File: src/design/tbp_ram.sv
module tbp_ram #(
  parameter int WIDTH = 2,
  parameter int DEPTH = 1024
) (
  input  logic                     clk,
  input  logic                     we,
  input  logic [$clog2(DEPTH)-1:0] waddr,
  input  logic [WIDTH-1:0]         wdata,
  input  logic                     re,
  input  logic [$clog2(DEPTH)-1:0] raddr,
  output logic [WIDTH-1:0]         rdata
);

  logic [WIDTH-1:0] mem_r [DEPTH];
  logic [WIDTH-1:0] rdata_r;

  always_ff @(posedge clk) begin
    if (we) begin
      mem_r[waddr] <= wdata;
    end
  end

  always_ff @(posedge clk) begin
    if (re) begin
      rdata_r <= mem_r[raddr];
    end
  end

  assign rdata = rdata_r;

endmodule

File: config.mk
export PLATFORM = sky130hd
export DESIGN_NAME = tbp_ram
export DESIGN_NICKNAME = d
export VERILOG_FILES = /design/src/design/tbp_ram.sv
export SDC_FILE = /design/constraint.sdc
export NUM_CORES = 2
export LEC_CHECK = 0
export BUFFER_PORTS_ARGS = -buffer_cell sky130_fd_sc_hd__buf_2
export CAP_MARGIN = 15
export CELL_PAD_IN_SITES_DETAIL_PLACEMENT = 0
export CELL_PAD_IN_SITES_GLOBAL_PLACEMENT = 1
export CORE_MARGIN = 8
export CORE_UTILIZATION = 60
export CTS_CLUSTER_DIAMETER = 60
export CTS_CLUSTER_SIZE = 20
export DETAILED_ROUTE_END_ITERATION = 10
export GPL_TIMING_DRIVEN = 0
export PLACE_DENSITY_LB_ADDON = 0.1
export SETUP_SLACK_MARGIN = 0.2
export SYNTH_ARGS = -nofsm -noshare
export SYNTH_HDL_FRONTEND = slang
export SYNTH_SLANG_ARGS = --single-unit
File: constraint.sdc
create_clock -name clk -period 7.3 [get_ports clk]
set_input_delay 0.73 -clock clk [delete_from_list [all_inputs] [get_ports clk]]
set_output_delay 0.73 -clock clk [all_outputs]
set_load 0.03 [all_outputs]
* Word level (Yosys, flattened, before mapping)
Memory sizes are Yosys's and may differ from the RTL's. A register that Yosys moved wholly into a read port is not among the register bits.
Cells that the tools add are included.
** Storage, ports and cells
- Register bits after elaboration :: 0
- RAM bits :: 2048
- Output and inout bits :: 2
- Logic and storage cells :: 3
- Memories kept :: 1
** Cells by class
- Muxes and demuxes :: 2
** Memories
- mem_r :: words 1024, bits a word 2, rd ports 1, clocked after Yosys merged registers in 1, write ports 1, RTL line 14 : logic [WIDTH-1:0] mem_r [DEPTH];
** Operators with widths (number)
- 1-bit 2-to-1 mux :: 2

* Depth between registers and ports, before layout
- Depth after elaboration :: 2
- Mapped depth :: 15
- Depth with buffers taken out :: 8

* Least setup slack after synthesis
OpenSTA, ideal clock, no wires.
- Path kind :: input -> register
- From :: in raddr[0]
- To :: reg rdata_r[1], in the netlist rdata[1] (read register of mem_r) (data pin)
- Arrival :: 2.952 ns
- Required time :: 7.023 ns
- Path slack :: 4.071 ns
- Stages on the path :: 12
- Path buffers :: 5
- Path through :: buf_6 buf_12 buf_8 buf_6 buf_6 mux4_2 a221oi_1 o21ai_0 nor3_1 o31ai_1 o31ai_1 nand4_1
** RTL lines
- start: declaration :: RTL line 10 : input logic [$clog2(DEPTH)-1:0] raddr,
- end: declaration :: RTL line 15 : logic [WIDTH-1:0] rdata_r;

==> flow_summary.yaml <==
final_layout:
  drive_gt1_frac: 0.184
  final_common_cell: "edfxtp_1"
  multi_input_area_um2: 20200
  seqCellArea_um2: 61600
  finalCoreUtilization: 0.665
  area_growth_pct: 10.4
  fillers: 9462
  final_cell_mix: "edfxtp_1, nor2_1, mux4_2"
  finalNetCount: 5062
  final_area_um2: 92500
synth:
  ys.flop_type: "edfxtp_1"
  async_flop_share: 0
  syn-cell-area_um2: 83800
  synth_nets: 4818
  synth_edf_count: 2050
  ys_seq_area_frac: 0.735
  ys_ff_latch: 2050
  avgSynthCellArea_um2: 17.5
  yosys.cell_types.count: 65
  netlist_instances: 4793
  yosysWarnings: 0
worst_setup_path:
  rr_endpoint: "rdata[1]"
  critPathTopFamily: "buffers and inverters"
  reg2reg_from: "mem_r[58][1]"
  ff2ff_path_depth: 8
  end_kind: "flip-flop"
  crit_path_end: "rdata[0]"
  critical_path_cell_count: 11
  worstPathArrival_ns: 6.69
  crit_path_top_delay_cell: "nand3_1"
  cpMostUsedCell: "nand4_1"
  critPathLaunchType: "primary input"
  rrSetupSlack_ns: 3.35
  critPathKind: "in -> reg"
  crit_start: "raddr[3]"
  max_stage_delay_ns: 1.06
  worst-path-buf-inv: 4
  path_cells: "buf_2 > clkbuf_1 > buf_1 > clkbuf_1 > nand3_1 > a211oi_1 > a21oi_1 > nand4_1 > o21ai_0 > nand4_1 > nand4_1"
  required_ns: 7.71
  worst-path-max-fanout: 10
clock_tree:
  cts_resized: 0
  cts_tree: "built"
  post-cts-setup-buffers: 0
  cts.sinks: 2050
  cts_root_buf: "clkbuf_16"
  clk_path_buf_depth: 3
  clkTransAtPathRegs_ns: 0.07
  cts_hold_buf: 0
  cts_buffers: 141
  htree_levels: 4
  clk_latency_ns: 0.82
run_status:
  violations: "max-capacitance violations, max-slew violations"
  outcome: "complete, but fails checks"
route:
  wire_per_inst_um: 44.2
  vias: 51870
  viasPerCell: 7.36
  firstDrtPassIters: 7
  drc: 0
  drtAntennaViolNets: 0
  dr.first_iter.drc_count: 10865
  totalWireLength_um: 311000
sta:
  slew_viol_final: 11
  min_period_ns: 6.28
  fmax_mhz: 159
  tightest_slew_ns: 1.58
  fin_tns_setup_ns: 0
  fin_hold_ws_ns: 0.151
  fin_crit_sh: 0.860
  setup_viol: 0
  final-hold-violation-count: 0
  rsz0062_at_grt: "false"
  max_slew_margin: -0.0533
  skew_ns: 0.0372
min_path:
  hold_path.class: "in -> reg"
place:
  placedInstanceArea_um2: 87700
  place.gp.congestion: 1.02
  place_hpwl_um: 210000
  io_buffer_count: 24
global_route:
  grt_max_degree: 174
  grt-ovfl-total: 0
  track_usage: 0.406
  grt_pass1_wl_um: 411000
  antenna_found_initial: 36
  grt_pass1_vias: 48777
job:
  drv_cap: 1
floorplan:
  fp.dieH_um: 390
  pin_count: 27
  num_rows: 137
  die_width_um: 390
  core_region_area_um2: 139000
  fp.dieArea_um2: 152000
  start_util: 0.603
power:
  irDropWorstVdd_v: 0.000237
  p_leak_nw: 28.1
  total_power_mw: 23.0
  swShare: 0.234
  sequentialPowerShare: 0.563
  clock_power_share: 0.365
  powerDensity_nw_per_um2: 248
  power_frac_comb: 0.071
  power_switching_mw: 5.37
  internal-power_mw: 17.6
[worst min-delay path by stage]
stage	startpoint	to	slack (ns)	cells after the start
after floorplan	wdata[0]	mem_r[0][0]	0.83	0
final	re	rdata[0]	0.15	1
after CTS	re	rdata[0]	0.11	1
after detailed placement	re	rdata[0]	0.96	1
after global placement	re	rdata[1]	0.95	1
after global routing	re	rdata[0]	0.14	1
[worst reg2reg max path, cell delays in order, from the launching register on]
cell and delay (ns):
edfxtp_1 0.39, mux4_2 0.51, a22o_1 0.25, o21ai_0 0.72, nand4_1 0.58, nand4_1 0.36, o31ai_1 0.17, o31ai_1 0.26
nand4_1 0.32
[sequential cells by signal (all words and copies together), names as in the netlist]
register	flops
mem_r	2048
rdata	2
[synth_stat cells, drive strengths merged, types with 13 or more instances]
cell type / n / area share
o22ai: 45 / 0.0034
nor2b: 13 / 0.00097
a22o: 13 / 0.0014
edfxtp: 2050 / 0.73
buf: 157 / 0.014
clkbuf: 239 / 0.011
a21oi: 70 / 0.0042
nor3: 45 / 0.0027
nand2: 96 / 0.0043
o21ai: 36 / 0.0022
nor2: 1054 / 0.047
nand3: 39 / 0.0023
nand4: 13 / 0.00097
a22oi: 45 / 0.0040
mux4: 449 / 0.12
a221oi: 13 / 0.0014
o221ai: 83 / 0.0088
mux2i: 205 / 0.024
a211oi: 13 / 0.0012
[final cells by class]
| class | count | share of cell area |
|---|---|---|
| Multi-Input combinational cell | 2341 | 0.218 |
| Antenna cell | 29 | 0.000785 |
| Timing Repair Buffer | 101 | 0.0166 |
| Inverter | 6 | 0.000244 |
| Sequential cell | 2050 | 0.666 |
| Buffer | 396 | 0.0231 |
| Clock inverter | 78 | 0.00864 |
| Tap cell | 1876 | 0.0254 |
| Clock buffer | 172 | 0.0417 |
[per-layer routing]
metal | share of wire | GRT usage | wire [um]
met1 | 0.33 | 0.527 | 103000
met2 | 0.43 | 0.576 | 133000
met3 | 0.16 | 0.161 | 50700
met4 | 0.078 | 0.256 | 24200
met5 | 0.00061 | 0 | 191
[power by group through the flow]
stage	clock network [mW]	logic, mW	registers, mW
2_1_floorplan	0	0.676	13.2
3_3_place_gp	0	1.49	13.4
3_5_place_dp	0	1.56	13.2
4_1_cts	8.33	1.56	12.9
5_1_grt	8.71	1.62	12.9
6_report	8.39	1.64	12.9
[through the flow]
stage               instances  setup WS [ns]
finish                   7049           1.02
global route             7022           1.40
CTS                      7017           1.55
detailed placement       6767          0.704
global placement         6693          -7.70
floorplan                4793           4.07
[kinds of logic after synthesis]
| family | count (synthesis) | share of synthesized area |
|---|---|---|
| flops | 2050 | 0.735 |
| simple gates | 1324 | 0.0640 |
| mux | 664 | 0.147 |
| buf+inv | 402 | 0.0249 |
| compound gates | 353 | 0.0298 |
No activity file was read; power rests on OpenSTA's default activity.
