<file path="src/design/tbp_pkg.sv">
package tbp_pkg;

  localparam int GLOBAL_HIST_BITS_DEF = 12;
  localparam int LOCAL_HIST_BITS_DEF  = 10;
  localparam int ADDR_INDEX_BITS_DEF  = 10;
  localparam int ADDR_BITS            = 32;

  typedef logic [1:0] ctr_t;

  localparam ctr_t CTR_MAX          = 2'd3;
  localparam ctr_t CTR_MIN          = 2'd0;
  localparam ctr_t GLOBAL_CTR_RESET = 2'd1;
  localparam ctr_t CHOICE_CTR_RESET = 2'd0;
  localparam ctr_t LOCAL_CTR_RESET  = 2'd0;

  localparam logic OP_PREDICT = 1'b0;
  localparam logic OP_TRAIN   = 1'b1;

  typedef struct packed {
    logic                 opcode;
    logic [ADDR_BITS-1:0] branch_address;
    logic                 resolved_taken;
  } tbp_in_t;

  typedef struct packed {
    logic predict_taken;
    logic used_global;
  } tbp_out_t;

  typedef struct packed {
    logic local_pred;
    logic global_pred;
    logic use_global;
    logic pred;
    ctr_t choice_nxt;
    ctr_t global_nxt;
    ctr_t local_nxt;
  } tbp_upd_t;

  function automatic ctr_t sat_move(ctr_t ctr, logic up);
    ctr_t res;
    if (up) begin
      res = (ctr == CTR_MAX) ? ctr : ctr + 2'd1;
    end else begin
      res = (ctr == CTR_MIN) ? ctr : ctr - 2'd1;
    end
    return res;
  endfunction

endpackage

</file>
<file path="src/design/tbp_train.sv">
module tbp_train (
  input  tbp_pkg::ctr_t     global_ctr,
  input  tbp_pkg::ctr_t     choice_ctr,
  input  tbp_pkg::ctr_t     local_ctr,
  input  logic              taken,
  output tbp_pkg::tbp_upd_t upd
);
  import tbp_pkg::*;

  logic g_ok;
  logic l_ok;

  always_comb begin
    upd             = '0;
    upd.local_pred  = local_ctr[1];
    upd.global_pred = global_ctr[1];
    upd.use_global  = choice_ctr[1];
    upd.pred        = upd.use_global ? upd.global_pred : upd.local_pred;

    g_ok = (upd.global_pred == taken);
    l_ok = (upd.local_pred == taken);
    if (g_ok && !l_ok) begin
      upd.choice_nxt = sat_move(choice_ctr, 1'b1);
    end else if (!g_ok && l_ok) begin
      upd.choice_nxt = sat_move(choice_ctr, 1'b0);
    end else begin
      upd.choice_nxt = choice_ctr;
    end
    upd.global_nxt = sat_move(global_ctr, taken);
    upd.local_nxt  = sat_move(local_ctr, taken);
  end

endmodule

</file>
<file path="config.mk">
export PLATFORM = sky130hd
export DESIGN_NAME = tbp_train
export DESIGN_NICKNAME = d
export VERILOG_FILES = /design/src/design/tbp_pkg.sv /design/src/design/tbp_train.sv
export SDC_FILE = /design/constraint.sdc
export NUM_CORES = 1
export LEC_CHECK = 0
export BUFFER_PORTS_ARGS = -buffer_cell sky130_fd_sc_hd__buf_4
export CORE_AREA = 2 2 39 41
export DETAILED_ROUTE_END_ITERATION = 10
export DIE_AREA = 0 0 41 43
export PLACE_DENSITY_LB_ADDON = 0.25
export SYNTH_ARGS = -nofsm -noshare
export SYNTH_HDL_FRONTEND = slang
export SYNTH_SLANG_ARGS = --single-unit
</file>
<file path="constraint.sdc">
create_clock -name vclk -period 0.8
set_clock_uncertainty 0.1 [all_clocks]
set_input_delay 0.04 -clock vclk [all_inputs]
set_output_delay 0.04 -clock vclk [all_outputs]
set_load 0.02 [all_outputs]
</file>
=== Word-level counts from Yosys, hierarchy flattened ===
Index checks and enable logic that the tools add are counted.

* Word-level logic and storage cells: 29
* Register bits after elaboration: 0

* Eq/ne operators: 5
* Reduce and logical (&&, ||, !) cells: 7
* Multiplexer cells: 11
* Add/sub/neg operators: 6

{| class="wikitable"
|+ Operator list
! operator !! count
|-
| 2-bit two-way mux || 10
|-
| 2-bit by 1-bit adder with 2-bit output (second input constant) || 3
|-
| 2-bit == test (second input constant) || 3
|-
| 2-bit logical NOT || 3
|-
| 2-bit by 1-bit subtractor with 2-bit output (second input constant) || 3
|-
| 1-bit == test || 2
|-
| 1-bit logical AND || 2
|-
| 1-bit logical NOT || 2
|-
| 1-bit two-way mux || 1
|}

=== Longest topological paths before layout ===
* Depth after elaboration: 5
* Gate-level depth with buffers: 4
* Depth with buffers taken out: 3

=== Least setup slack after synthesis ===
No wires, ideal clock.

* Kind: input to output
* Start: input port local_ctr[1]
* End: output port upd[5] (netlist name)
* Arrival: 0.964 ns
* Required time: 0.660 ns
* Stages on the path: 3
* Setup slack: -0.304 ns
* Buffers on the path: 1
* Cells stage by stage: clkbuf_1 > o31ai_1 > a211oi_1

{| class="wikitable"
|+ RTL lines
! what !! line !! RTL
|-
| start: declaration || tbp_train.sv:4 || <nowiki>input tbp_pkg::ctr_t local_ctr,</nowiki>
|-
| end: declaration || tbp_train.sv:6 || <nowiki>output tbp_pkg::tbp_upd_t upd</nowiki>
|}

==> results.yml <==
synth:
  yosys.area.top_type: "buf_4"
  yosysUniqueCellTypes: 20
  syn_area_per_cell_um2: 7.19
  ys.warnings.count: 0
  synth_xor_area_share_pct: 0
  synthMuxAreaShare_pct: 9.78
  synth_top_area_share_pct: 9.78
  synth_compound_area_share_pct: 41.8
  syn_nets: 39
  yosysSeqAreaShare_pct: 0
  synth_top_family_by_area: "compound AO/OA/AOI/OAI gates"
  synth_area_um2: 230
  synth_fa_ha_area_share_pct: 8.70
  syn_inst: 32
  synthTopCellsByArea: "buf_4 9.8%, mux2_2 9.8%, a21oi_1 8.7%, maj3_1 8.7%, o41ai_2 7.1%"
  synth_top_cells_by_count: "4 x a21oi_1, 4 x inv_1, 3 x buf_4"
  yosys.area_share.simple_pct: 14.7
placed_design:
  port_buffers: 17
  gp_congestion: 0.668
  place_area_um2: 408
  place_inst: 66
  hpwl_um: 550
drt:
  final_antenna_net_count: 0
  drc: 0
  viasPerCell: 4.49
  wire_per_inst_um: 11.7
  wl_um: 816
  first_pass_iters: 4
  drt_first_iter_violations: 1
  vias: 314
worst_setup_path:
  cp_cell_sequence: "buf_8 > mux2_4 > o2111ai_4 > o41ai_4 > buf_4"
  arrival_ps: 910
  required_ps: 660
  slowest_delay_ps: 300
  startpoint: "choice_ctr[0]"
  path_max_fanout: 5
  startpoint_type: "input port"
  critPathKind: "in2out"
  critical_path.slowest_cell: "mux2_4"
  worstSetupEndpointType: "output port"
  path_buf_inv: 2
  path_delay_family: "compound AO/OA/AOI/OAI gates"
hold_path:
  min_from: "global_ctr[0]"
  hp-class: "in2out"
global_routing:
  grtUsageTotal_pct: 9.29
  grt_pass1_wl_um: 1210
  grt_max_degree: 10
  grt_pass1_vias: 301
  gr-total-overflow: 0
  grt_antenna_before_repair: 0
timing:
  fin_setup_tns_ps: -600
  fmax_mhz: 951
  worst_pin_slew_ps: 238
  setup_ws_ps: -251
  maxSlewHeadroom_pct: 84.0
  period_share_pct: 131
  post-route-min-period_ps: 1050
  whs_ps: 265
  maxSlewViolCount: 0
  hold_viol_final: 0
  setup_violations: 4
  rsz0062_at_grt: "true"
floorplanning:
  num_rows: 14
  die_h_um: 43
  core_area_mm2: 0.00138
  fp.dieW_um: 41
  initial_utilization_pct: 16.6
  ioPinCount: 17
  dieArea_mm2: 0.00176
run_status:
  violations: "setup timing"
  status: "finished, violations left"
pwr:
  p_leak_nw: 0.256
  ir_drop_mv: 0.209
  powerDensity_mw_per_mm2: 679
finish:
  syn_to_final_growth_pct: 147
  drive_gt1_share_pct: 83.3
  fillers: 138
  antenna-diode-count: 0
  final-instance-count-excl-fill: 70
  seq_area_um2: 0
  layout.nets: 63
  multi_input_area_um2: 255
  final_area_um2: 569
  clockBufferCount: 0
  seq_cells: 0
flow_run:
  maxCapViolCount: 0
## worst paths after layout
path              slack (ps)  cells after the start  endpoint
setup / recovery        -250                      5    upd[4]
hold / removal           260                      3    upd[2]
## area by class of cell
type                            count  area share [%]
Timing Repair Buffer               28            49.0
Multi-Input combinational cell     22            44.8
Tap cell                           16            3.52
Inverter                            4            2.64
## what timing repair did
item                       4_1_cts  5_1_grt
setup endpoints to repair        7        7
setup buffers                    1        3
gates resized for setup         16       17
hold buffers                     0        0
pin swaps                        2        6
cloned                           0        0
## metal layers
layer  vias to the layer above  part of all wire (%)  track usage (%)
li1                        156                     -                -
met1                       147                    41             13.3
met2                        11                    52             15.9
met3                         0                   6.4                0
met4                         0                     0                0
met5                         -                     0                0
## placed cells by master, fill, tap and decap left out
master / synthesis / layout
inv_1: 4 / 3
o2111ai_4: 0 / 1
buf_8: 0 / 3
a21oi_4: 0 / 2
maj3_2: 0 / 2
a21oi_2: 1 / 3
buf_12: 0 / 1
buf_6: 1 / 9
buf_4: 3 / 15
nand2_4: 0 / 1
mux2_4: 0 / 2
a211oi_2: 0 / 1
or3b_4: 0 / 1
or2_2: 1 / 1
or2b_1: 1 / 1
nor2_1: 2 / 2
o41ai_4: 0 / 1
o31ai_2: 0 / 1
o2bb2ai_1: 1 / 1
o21ai_0: 1 / 1
a211oi_1: 2 / 1
inv_2: 0 / 1
## metrics by stage
stage               power, mW  setup WS (ps)  utilization (%)
floorplan               0.172          -98.3                -
global placement        0.285           -282             29.5
detailed placement      0.287           -293             29.5
CTS                     0.335           -279             34.8
global route            0.412           -298             41.1
finish                  0.387           -251             41.1
## logic make-up after synthesis
kind of cell / count (synthesis)
mux: 2
fa+ha+maj: 2
compound gates: 12
buf+inv: 10
simple gates: 6
## where the power goes
group          switching (mW)  internal (mW)
sequential                  0              0
clock                       0              0
combinational           0.178          0.209
Note: power is estimated with default switching activity, not from simulation.
